$ cat src/sv/srtt_pkg.sv
package srtt_pkg;

	localparam int TABLE_DEPTH = 64;
	localparam int CNT_W       = $clog2(TABLE_DEPTH + 1);

	localparam int ADDR_W = 64;
	localparam int LEN_W  = 31;
	localparam int FBASE_W = 48;
	localparam int OFFS_W = 49;

	// command codes carried in the input tuser
	localparam logic CMD_ADD    = 1'b0;
	localparam logic CMD_LOOKUP = 1'b1;

	// one stored region, end kept at 65 bits so lookups need no adder to form it
	typedef struct packed {
		logic [ADDR_W-1:0]  start;
		logic [ADDR_W:0]    stop;
		logic [FBASE_W-1:0] fbase;
	} entry_t;

	// lookup token that walks the cell chain
	typedef struct packed {
		logic               act;
		logic [ADDR_W-1:0]  sum;
		logic               done;
		logic               hit;
		logic [OFFS_W-1:0]  diff;
		logic [FBASE_W-1:0] fbase;
	} query_t;

endpackage

$ cat src/sv/srtt_cell.sv
module srtt_cell
	import srtt_pkg::*;
(
	input  logic   clk,
	input  logic   arst_n,
	input  logic   ins_en,
	input  entry_t ins_entry,
	input  entry_t prev_entry,
	input  logic   prev_gt,
	input  logic   in_use,
	input  logic   at_tail,
	output logic   gt,
	output entry_t entry,
	input  query_t q_in,
	output query_t q_out
);

	entry_t entry_q;
	query_t q_s1;
	query_t q_nxt;
	logic   match;

	assign entry = entry_q;
	assign q_out = q_s1;

	// this entry sorts strictly after the new one
	assign gt = in_use && (entry_q.start > ins_entry.start);

	always_ff @(posedge clk) begin
		if (ins_en) begin
			if (prev_gt) begin
				entry_q <= prev_entry;
			end else if (gt || at_tail) begin
				entry_q <= ins_entry;
			end
		end
	end

	// first entry whose end lies above the address stops the scan
	assign match = q_in.act && !q_in.done && in_use && (entry_q.stop > {1'b0, q_in.sum});

	always_comb begin
		q_nxt = q_in;
		if (match) begin
			q_nxt.done  = 1'b1;
			q_nxt.hit   = (entry_q.start <= q_in.sum);
			q_nxt.diff  = q_in.sum[OFFS_W-1:0] - entry_q.start[OFFS_W-1:0];
			q_nxt.fbase = entry_q.fbase;
		end
	end

	always_ff @(posedge clk or negedge arst_n) begin
		if (!arst_n) begin
			q_s1 <= '0;
		end else begin
			q_s1 <= q_nxt;
		end
	end

endmodule

$ cat config.mk
export PLATFORM = sky130hd
export DESIGN_NAME = srtt_cell
export DESIGN_NICKNAME = d
export VERILOG_FILES = /design/src/sv/srtt_pkg.sv /design/src/sv/srtt_cell.sv
export SDC_FILE = /design/constraint.sdc
export NUM_CORES = 1
export LEC_CHECK = 0
export ABC_AREA = 1
export BUFFER_PORTS_ARGS = -buffer_cell sky130_fd_sc_hd__clkbuf_2
export CAP_MARGIN = 10
export CORE_AREA = 4 4 335 337
export DETAILED_ROUTE_END_ITERATION = 10
export DIE_AREA = 0 0 339 341
export MAX_ROUTING_LAYER = met4
export SYNTH_ARGS = -nofsm -noshare
export SYNTH_HDL_FRONTEND = slang
export SYNTH_SLANG_ARGS = --single-unit
$ cat constraint.sdc
create_clock -name clk -period 15.7 [get_ports clk]
set_input_delay 3.14 -clock clk [delete_from_list [all_inputs] [get_ports clk]]
set_output_delay 3.14 -clock clk [all_outputs]
set_load 0.05 [all_outputs]
=== Yosys cells after proc, flatten, opt, wreduce, memory -nomap -nowiden ===
Cells that the tools add are included.

* Reductions and logical operators: 8
* Order comparisons: 3
* Add/subtract/negate cells: 1
* Mux-type cells: 3

{| class="wikitable"
|+ Operators by type and width
! cell !! count
|-
| two-way mux 177 bit || 2
|-
| two-way mux 99 bit || 1
|-
| greater-than comparator 65 x 64 -> 1 bit || 1
|-
| greater-than comparator 64 bit || 1
|-
| less-or-equal comparator 64 bit || 1
|-
| subtractor 49 bit || 1
|-
| logical AND 1 bit || 4
|-
| AND reduction 2 bit || 1
|-
| nonzero test 2 bit || 1
|-
| zero test 1 bit || 1
|-
| logical OR 1 bit || 1
|}

* Input port bits: 524
* Word-level logic and storage cells: 24
* Register bits after elaboration: 341
* Output and inout port bits: 342

=== Depth between registers and ports, before layout ===
Gate-level depths: netlist (run 1).

* Word-level depth: 5
* Mapped depth: 19
* Depth with buffers taken out: 17

=== Least setup slack after synthesis (run 1) ===
OpenSTA, ideal clock, no wires.

* Path type: input-to-reg
* Start: in ins_entry[152] in the netlist's numbering
* End: reg entry_q (netlist bit entry[0]) (enable)
* Slack: 2255 ps
* Arrival: 12673 ps
* Path buffers: 0
* Required time: 14928 ps
* Stages on the path: 9
* Path through: inv_1 ha_1 nand2_1 nor4_1 and3_1 nand2_1 nand2_1 nand2_1 a21oi_1

* Cells in the longest elaborated chain, start to end: 5

{| class="wikitable"
|+ RTL lines
! element !! line !! source
|-
| start: declaration || srtt_cell.sv:7 || <nowiki>input entry_t ins_entry,</nowiki>
|-
| greater-than comparator 64 bit || srtt_cell.sv:27 || <nowiki>assign gt = in_use && (entry_q.start > ins_entry.start);</nowiki>
|-
| logical AND 1 bit || srtt_cell.sv:27 ||
|-
| logical OR 1 bit || srtt_cell.sv:33 || <nowiki>end else if (gt || at_tail) begin</nowiki>
|-
| nonzero test 2 bit (no line) || -- ||
|-
| AND reduction 2 bit (no line) || -- ||
|-
| end signal: assignment || srtt_cell.sv:32 || <nowiki>entry_q <= prev_entry;</nowiki>
|-
| end signal: assignment || srtt_cell.sv:34 || <nowiki>entry_q <= ins_entry;</nowiki>
|-
| end: declaration || srtt_cell.sv:18 || <nowiki>entry_t entry_q;</nowiki>
|}

No other way between the ends.
A chain may end at the register's enable or synchronous reset.

=== Final worst setup path (run 1) ===
* Start: in ins_entry[120] in the netlist's numbering
* End: out gt

* Cells in the longest elaborated chain, start to end: 2

{| class="wikitable"
|+ RTL lines
! element !! line !! source
|-
| greater-than comparator 64 bit || srtt_cell.sv:27 ||
|-
| logical AND 1 bit || srtt_cell.sv:27 ||
|-
| end: declaration || srtt_cell.sv:12 || <nowiki>output logic gt,</nowiki>
|}

No other way between the ends.

==> qor.yml, run 1 <==
run_status:
  outcome: "completed"
synth:
  ys_ff_latch: 341
  synth_top_area_cell: "edfxtp_1"
  yosysUniqueCellTypes: 33
  ys.flop_type: "edfxtp_1"
  synth.area.top_cells: "edfxtp_1, dfrtp_1, nand2_1"
  yosys-top-cells-count: "nand2_1, inv_1, ha_1"
  syn-cell-area_um2: 21400
  syn_area_per_cell_um2: 8.48
  synth_edf_count: 177
  synth_most_common_cell: "nand2_1"
  synth-seq-area-share_pct: 43.9
  yosysWarningCount: 0
  syn_inst: 2527
  synth_top_cell_area_share_pct: 24.8
  syn-num-nets: 3292
  ys_async_sr_fraction_pct: 48.1
global_routing:
  grt_pass1_wl_um: 144000
  grt_antenna_before_repair: 27
  grt_usage_pct: 17.7
  grt_max_degree: 151
  grt_remaining_overflow: 0
  grt_pass1_vias: 20604
finish:
  final_area_um2: 28900
  nNetsFinal: 4163
  final_cells: 4867
  postLayoutCoreUtil_pct: 26.6
  drive_gt1_share_pct: 30.9
  fill_cells: 11848
  area_delta_synth_final_pct: 34.9
place:
  dp_cells: 4767
  gp_congestion: 0.960
  place_area_um2: 27400
  portBuffers: 865
  place_ws_ns: 6.94
  place_hpwl_um: 89300
hold_path:
  hold_class: "reg2reg"
  min_path_cells: 2
setup_path:
  crit_fanout: 2
  crit_arrival_ns: 5.61
  crit_top_cell: "nor2_1"
  start_kind: "input port"
  path_depth: 13
  critPathTopFamily: "simple AND/OR/NAND/NOR gates"
  slowest_delay_ns: 0.47
  required_ns: 12.56
  r2r_setup_slack_ns: 10.84
  critPathCaptureType: "output pin"
  crit_chain: "clkbuf_2 > inv_1 > ha_1 > nand2_1 > nor2_1 > nand4_1 > nor2_1 > nand2_1 > nor2_1 > nor2_1 > nand2_1 > inv_1 > clkbuf_2"
  crit_buf_inv: 4
  critical_path_class: "in2out"
  r2r_cells: 10
  crit_path_top_delay_cell: "nor2_1"
power_and_ir_drop:
  p_per_area_nw_per_um2: 101
  p_leak_nw: 15.3
  p_total_mw: 2.91
  ir_worst_vdd_mv: 0.0715
timing:
  tns_ns: 0
  slew_headroom_pct: 33.2
  period_needed_ns: 8.75
  finalHoldViolCount: 0
  skew_ns: 0.0224
  setup_viol_count_final: 0
  fin_crit_sh_pct: 55.7
  tightest_slew_ns: 0.993
  grt_setup_unrepaired: "no"
  finalMaxSlewViolations: 0
  whs_ns: 0.465
  fmax_mhz: 114
  fin_ws_ns: 6.95
clock_network:
  ctsHoldBuffers: 0
  clock-sinks: 341
  ctsResizeCount: 0
  cts-root-buf: "clkbuf_16"
  cts_tree: "done"
  cts_max_level: 2
  numCtsBuffers: 43
  cts_max_path_buffers: 3
  clk_latency_ns: 0.60
  clk_pin_slew_worst_paths_ns: 0.06
  cts_setup_buffers: 0
floorplanning:
  pin_count: 866
  initial_utilization_pct: 19.7
  core_area_um2: 109000
  die_y_um: 341
  fp.dieArea_um2: 116000
  fp.dieW_um: 339
  rows: 121
drt:
  wl_um: 104000
  num_vias: 20372
  route.antenna.remaining_nets: 0
  drc_errors: 0
  post_drt_wl_per_cell_um: 21.3
  first_iter_violations: 1247
  viasPerCell: 4.19
  drt_first_pass_iters: 6
run:
  maxCapViolations: 0
-- worst register-to-register path, cell delays in order (launching register included) --
cell	delay (ns)
edfxtp_1	0.52
ha_1	0.36
nand2_1	0.08
nor4_1	0.86
and3_1	0.28
nand2_1	0.05
nand2_1	0.07
nand2_1	0.12
a21oi_4	0.74
buf_4	0.51
buf_4	0.74
-- sequential cells by signal, summed over array words and instances (netlist names) --
register / count
q_out: 164
entry: 177
-- kinds of logic after synthesis --
| group | count (synthesis) | share of synthesized area, % |
|---|---|---|
| AND/OR/NAND/NOR | 1069 | 19.6 |
| buffers and inverters | 436 | 7.87 |
| flip-flops | 341 | 43.9 |
| AO/OA/AOI/OAI | 296 | 7.26 |
| adder cells (fa/ha/maj) | 241 | 14.1 |
| multiplexers | 114 | 5.99 |
| XOR/XNOR | 30 | 1.23 |
-- placed cells by master (no fill, tap or decap), drive strengths merged, types with 114 or more instances in the layout --
master | netlist | layout
clkbuf | 19 | 923
edfxtp | 177 | 177
mux2 | 114 | 114
nand2 | 819 | 819
ha | 240 | 240
inv | 389 | 392
a21oi | 141 | 141
o21ai | 128 | 128
dfrtp | 164 | 164
nor2 | 139 | 139
-- power breakdown --
part / internal, mW / leakage, nW / switching (mW)
Clock: 0.591 / 0.696 / 0.422
Combinational: 0.234 / 11.0 / 0.598
Sequential: 1.02 / 3.63 / 0.0503
-- layer usage --
metal / part of all wire [%] / track usage (%) / vias up
met5: 0 / - / -
met1: 40 / 20.5 / 9510
met4: 2.7 / 4.82 / 0
li1: - / - / 9939
met2: 49 / 30.4 / 816
met3: 7.4 / 4.60 / 107
-- cell type report --
class | instances | area (um^2) | share of cell area (%)
diodes | 20 | 50.0 | 0.173
clock buffers | 60 | 1240 | 4.30
clock inverters | 20 | 194 | 0.671
inverters | 389 | 1460 | 5.05
multi-input cells | 1750 | 10400 | 35.8
flip-flops and latches | 341 | 9420 | 32.6
well taps | 1414 | 1770 | 6.12
repair buffers | 873 | 4420 | 15.3
-- final timing paths --
check | from | to
worst min register to register | entry[2] | q_out[2]
worst max register to register | entry[152] | entry[48]
worst max-delay path | ins_entry[120] | gt
min in group asynchronous | arst_n | q_out[49]
max in group asynchronous | arst_n | q_out[30]
worst min-delay path | entry[2] | q_out[2]
Note: power is estimated with default switching activity, not from simulation.
==> run 2, diff against run 1 <==
- CORE_AREA: 4 4 335 337 -> 4 4 338 340
- DIE_AREA: 0 0 339 341 -> 0 0 342 344
- clock period: 15.7 -> 8.25 ns (I/O delays scaled with it)
==> run 2 against run 1 <==
Non-clock buffer count grew 5. Setup slack lost 4.6 ns. Critical path type unchanged. Register-to-register slack lost 7.1 ns. Global-route usage shrank 0.19 points. Die area grew 1.8%. Critical path depth shrank 2. Core utilization shrank 0.35 points. Sequential power grew 91%. Combinational power grew 92%. First-iteration DRC count shrank 3.4%. Design area grew 1.2%.
==> qor.yml, run 2 (same netlist as run 1, synthesis figures left out) <==
place:
  place_ws_ns: 2.46
  portBuffers: 865
  place_hpwl_um: 90400
  gp_congestion: 0.918
setup_path:
  crit_arrival_ns: 4.24
  start_kind: "input port"
  critPathCaptureType: "output pin"
  crit_fanout: 2
  crit_buf_inv: 4
  critPathTopFamily: "simple AND/OR/NAND/NOR gates"
  critical_path_class: "in2out"
  crit_path_top_delay_cell: "nor4_1"
  crit_top_cell: "nand2_1"
  slowest_delay_ns: 1.14
  required_ns: 6.60
  crit_chain: "clkbuf_2 > inv_1 > ha_1 > nand2_1 > nor4_1 > and3_1 > nand2_1 > nand2_1 > nand2_1 > inv_1 > clkbuf_2"
drt:
  viasPerCell: 4.13
  route.antenna.remaining_nets: 0
  wl_um: 105000
  first_iter_violations: 1205
  num_vias: 20502
  drc_errors: 0
  drt_first_pass_iters: 5
  post_drt_wl_per_cell_um: 21.3
power_and_ir_drop:
  combPwrFrac_pct: 27.7
  ir_worst_vdd_mv: 0.122
  seqPwrFrac_pct: 35.3
  intPower_mw: 3.67
  p_per_area_nw_per_um2: 197
  swShare_pct: 36.4
  p_leak_nw: 15.4
  p_switching_mw: 2.10
  p_clk_share_pct: 37.0
hold_path:
  hold_class: "reg2reg"
timing:
  tightest_slew_ns: 1.37
  finalHoldViolCount: 0
  tns_ns: 0
  grt_setup_unrepaired: "no"
  whs_ns: 0.466
  slew_headroom_pct: 7.50
  period_needed_ns: 5.89
  fin_crit_sh_pct: 71.4
  setup_viol_count_final: 0
  fin_ws_ns: 2.36
  finalMaxSlewViolations: 0
  fmax_mhz: 170
  skew_ns: 0.0302
finish:
  fill_cells: 12145
  multi_input_area_um2: 10400
  area_delta_synth_final_pct: 36.4
  register_area_um2: 9420
  largest_reg_flops: 177
  drive_gt1_share_pct: 31.2
  nNetsFinal: 4170
  layout_commonest_cell: "clkbuf_2"
  mostFrequentLayoutCells: "clkbuf_2, nand2_1, inv_1"
global_routing:
  grt_pass1_wl_um: 143000
  grt_remaining_overflow: 0
  grt_antenna_before_repair: 32
  grt_max_degree: 100
  grt_pass1_vias: 20572
  grt_usage_pct: 17.5
clock_network:
  numCtsBuffers: 45
  cts-root-buf: "clkbuf_16"
  cts_max_path_buffers: 3
  cts_setup_buffers: 0
  ctsResizeCount: 0
  cts_tree: "done"
  clk_latency_ns: 0.61
  clk_pin_slew_worst_paths_ns: 0.05
  clock-sinks: 341
  cts_max_level: 2
  ctsHoldBuffers: 0
floorplanning:
  core_area_um2: 112000
  rows: 123
  pin_count: 866
  initial_utilization_pct: 19.2
  fp.dieArea_um2: 118000
  die_y_um: 344
  fp.dieW_um: 342
run_status:
  outcome: "completed"
run:
  maxCapViolations: 0
## run 2: stage by stage
stage / utilization (%) / total power, mW / cell area, um^2 / std cells
after detailed placement: 24.7 / 3.69 / 27600 / 4858
after CTS: 26.2 / 5.88 / 29200 / 4942
final: 26.2 / 5.77 / 29200 / 4964
after floorplan: - / 3.02 / 21400 / 2527
after global routing: 26.2 / 6.06 / 29200 / 4960
after global placement: 24.7 / 3.68 / 27600 / 4858
## run 2: layer usage
metal | track usage (%) | vias to the layer above | part of all wire, %
li1 | - | 9957 | -
met1 | 19.9 | 9589 | 40
met2 | 29.5 | 808 | 49
met3 | 5.05 | 148 | 8.0
met4 | 6.32 | 0 | 3.7
met5 | - | - | 0
## run 2: path summary, 6_finish.rpt
path / from / end / slack (ns) / depth (start not counted)
worst max-delay path: ins_entry[150] / gt / 2.36 / 11
worst min-delay path: entry[10] / q_out[10] / 0.47 / 2
worst max register to register: entry[150] / entry[44] / 3.79 / 9
worst min register to register: entry[10] / q_out[10] / 0.47 / 2
max in group asynchronous: arst_n / q_out[1] / 5.86 / 2
min in group asynchronous: arst_n / q_out[76] / 1.02 / 1
## run 2: worst min-delay path, cell delays in order, from the launching register on
cell	delay [ns]
edfxtp_1	0.34
nand2_1	0.05
nand2_1	0.04
## run 2: power by group through the flow
stage	combinational, mW	clock (mW)	sequential, mW
after detailed placement	1.61	0	2.08
final	1.60	2.13	2.04
after CTS	1.62	2.21	2.04
after global routing	1.74	2.27	2.05
after floorplan	0.579	0	2.45
after global placement	1.60	0	2.08
## run 2: layout make-up
type	instances	area share [%]
multi-input combinational	1750	35.4
antenna	22	0.188
clock buffer	62	4.48
tap	1500	6.42
sequential	341	32.2
clock inverter	22	1.02
inverter	389	4.99
timing repair buffer	878	15.3
==> run 3, diff against run 2 <==
- clock period: 8.25 -> 6 ns (I/O delays scaled with it)
==> run 3 against run 2 <==
First-iteration DRC count decreased by 6.1%. Critical path depth is 2 higher. Routed wire length fell by 0.78%. Design area fell by 0.12%. Largest cell class unchanged. Sequential power rose by 37%. Clock power grew 31%. Sequential cell count unchanged. Non-clock buffer count up 2. Die area is the same. Count of clock-buffer cells in the layout decreased by 3. Register-to-register slack got worse by 1.6 ns.
==> qor.yml, run 3 (same netlist as run 1, synthesis figures left out) <==
run_status:
  outcome: "completed"
clock_network:
  numCtsBuffers: 45
  ctsResizeCount: 0
  clock-sinks: 341
  cts_max_path_buffers: 3
  cts-root-buf: "clkbuf_16"
  cts_max_level: 2
  clk_latency_ns: 0.61
  ctsHoldBuffers: 0
  cts_setup_buffers: 0
  clk_pin_slew_worst_paths_ns: 0.06
  cts_tree: "done"
setup_path:
  required_ns: 4.80
  crit_path_end: "gt"
  start_kind: "input port"
  critical_path_class: "in2out"
  crit_arrival_ns: 3.49
  r2r_cells: 14
  crit_fanout: 2
  r2r_end: "q_out[76]"
  r2r_start: "entry[56]"
  critPathCaptureType: "output pin"
  r2r_setup_slack_ns: 2.21
  worstSetupStartpoint: "ins_entry[119]"
timing:
  grt_setup_unrepaired: "no"
  fin_ws_ns: 1.31
  fin_crit_sh_pct: 78.2
  finalHoldViolCount: 0
  fmax_mhz: 213
  tns_ns: 0
  finalMaxSlewViolations: 0
  setup_viol_count_final: 0
  period_needed_ns: 4.69
  skew_ns: 0.0294
  tightest_slew_ns: 0.876
  slew_headroom_pct: 41.1
power_and_ir_drop:
  p_per_area_nw_per_um2: 267
  ir_worst_vdd_mv: 0.171
  p_leak_nw: 15.4
  p_total_mw: 7.79
finish:
  final_cells: 4965
  register_area_um2: 9420
  mostFrequentLayoutCells: "clkbuf_2, nand2_1, inv_1"
  largest_reg_flops: 177
  nNetsFinal: 4172
  drive_gt1_share_pct: 31.2
  layout_commonest_cell: "clkbuf_2"
  area_delta_synth_final_pct: 36.3
  multi_input_area_um2: 10400
  fill_cells: 12194
global_routing:
  grt_usage_pct: 17.5
  grt_antenna_before_repair: 28
  grt_pass1_wl_um: 143000
  grt_max_degree: 119
  grt_pass1_vias: 20708
  grt_remaining_overflow: 0
place:
  dp_cells: 4860
  place_ws_ns: 1.14
  place_hpwl_um: 89900
  portBuffers: 865
  gp_congestion: 0.898
floorplanning:
  fp.dieW_um: 342
  die_y_um: 344
  pin_count: 866
  rows: 123
  core_area_um2: 112000
  fp.dieArea_um2: 118000
  initial_utilization_pct: 19.2
drt:
  drc_errors: 0
  first_iter_violations: 1131
  num_vias: 20440
  viasPerCell: 4.12
  wl_um: 105000
  drt_first_pass_iters: 5
  post_drt_wl_per_cell_um: 21.1
  route.antenna.remaining_nets: 0
hold_path:
  hold_class: "reg2reg"
run:
  maxCapViolations: 0
run 3: final cells by class:
cell class / instances / area share (%)
Antenna cell: 21 / 0.180
Clock buffer: 59 / 4.39
Sequential cell: 341 / 32.2
Tap cell: 1500 / 6.43
Inverter: 389 / 5.00
Timing Repair Buffer: 880 / 15.5
Multi-Input combinational cell: 1750 / 35.4
Clock inverter: 25 / 0.788
run 3: power by group:
group	leakage [nW]	internal (mW)	switching [mW]	total (mW)
Sequential	3.63	2.66	0.137	2.80
Combinational	11.0	0.621	1.56	2.18
Clock	0.742	1.64	1.16	2.80
Total	15.4	4.93	2.86	7.79
run 3: worst max-delay path: stages:
cell	delay, ns
clkbuf_2	0.08
inv_1	0.08
ha_1	0.30
nand2_1	0.06
nor2_1	0.19
nand4_1	0.20
nor2_1	0.41
nand2_1	0.26
nor2_1	0.16
nor2_1	0.05
nand2_1	0.18
inv_1	0.07
clkbuf_2	0.24
run 3: stage by stage:
step                hold WS, ns  cell area (um^2)  util (%)
detailed placement        0.458             27600      24.8
global placement          0.453             27600      24.8
CTS                       0.472             29200      26.1
global route              0.495             29200      26.2
floorplan                 0.796             21400         -
finish                    0.469             29200      26.2
run 3: worst min-delay path by stage:
stage                          from   endpoint  depth (start not counted)
after floorplan           entry[10]  q_out[10]                          2
after global placement    entry[25]  q_out[25]                          2
after detailed placement  entry[14]  q_out[14]                          2
after CTS                  entry[0]   q_out[0]                          2
after global routing       entry[0]   q_out[0]                          2
final                      entry[0]   q_out[0]                          2
run 3: routing by layer:
metal | vias to the layer above | track usage, % | routed length, um
met3 | 116 | 3.71 | 6990
met1 | 9624 | 20.6 | 42900
met4 | 0 | 5.66 | 3320
met5 | - | - | 0
li1 | 9961 | - | -
met2 | 739 | 29.8 | 51500
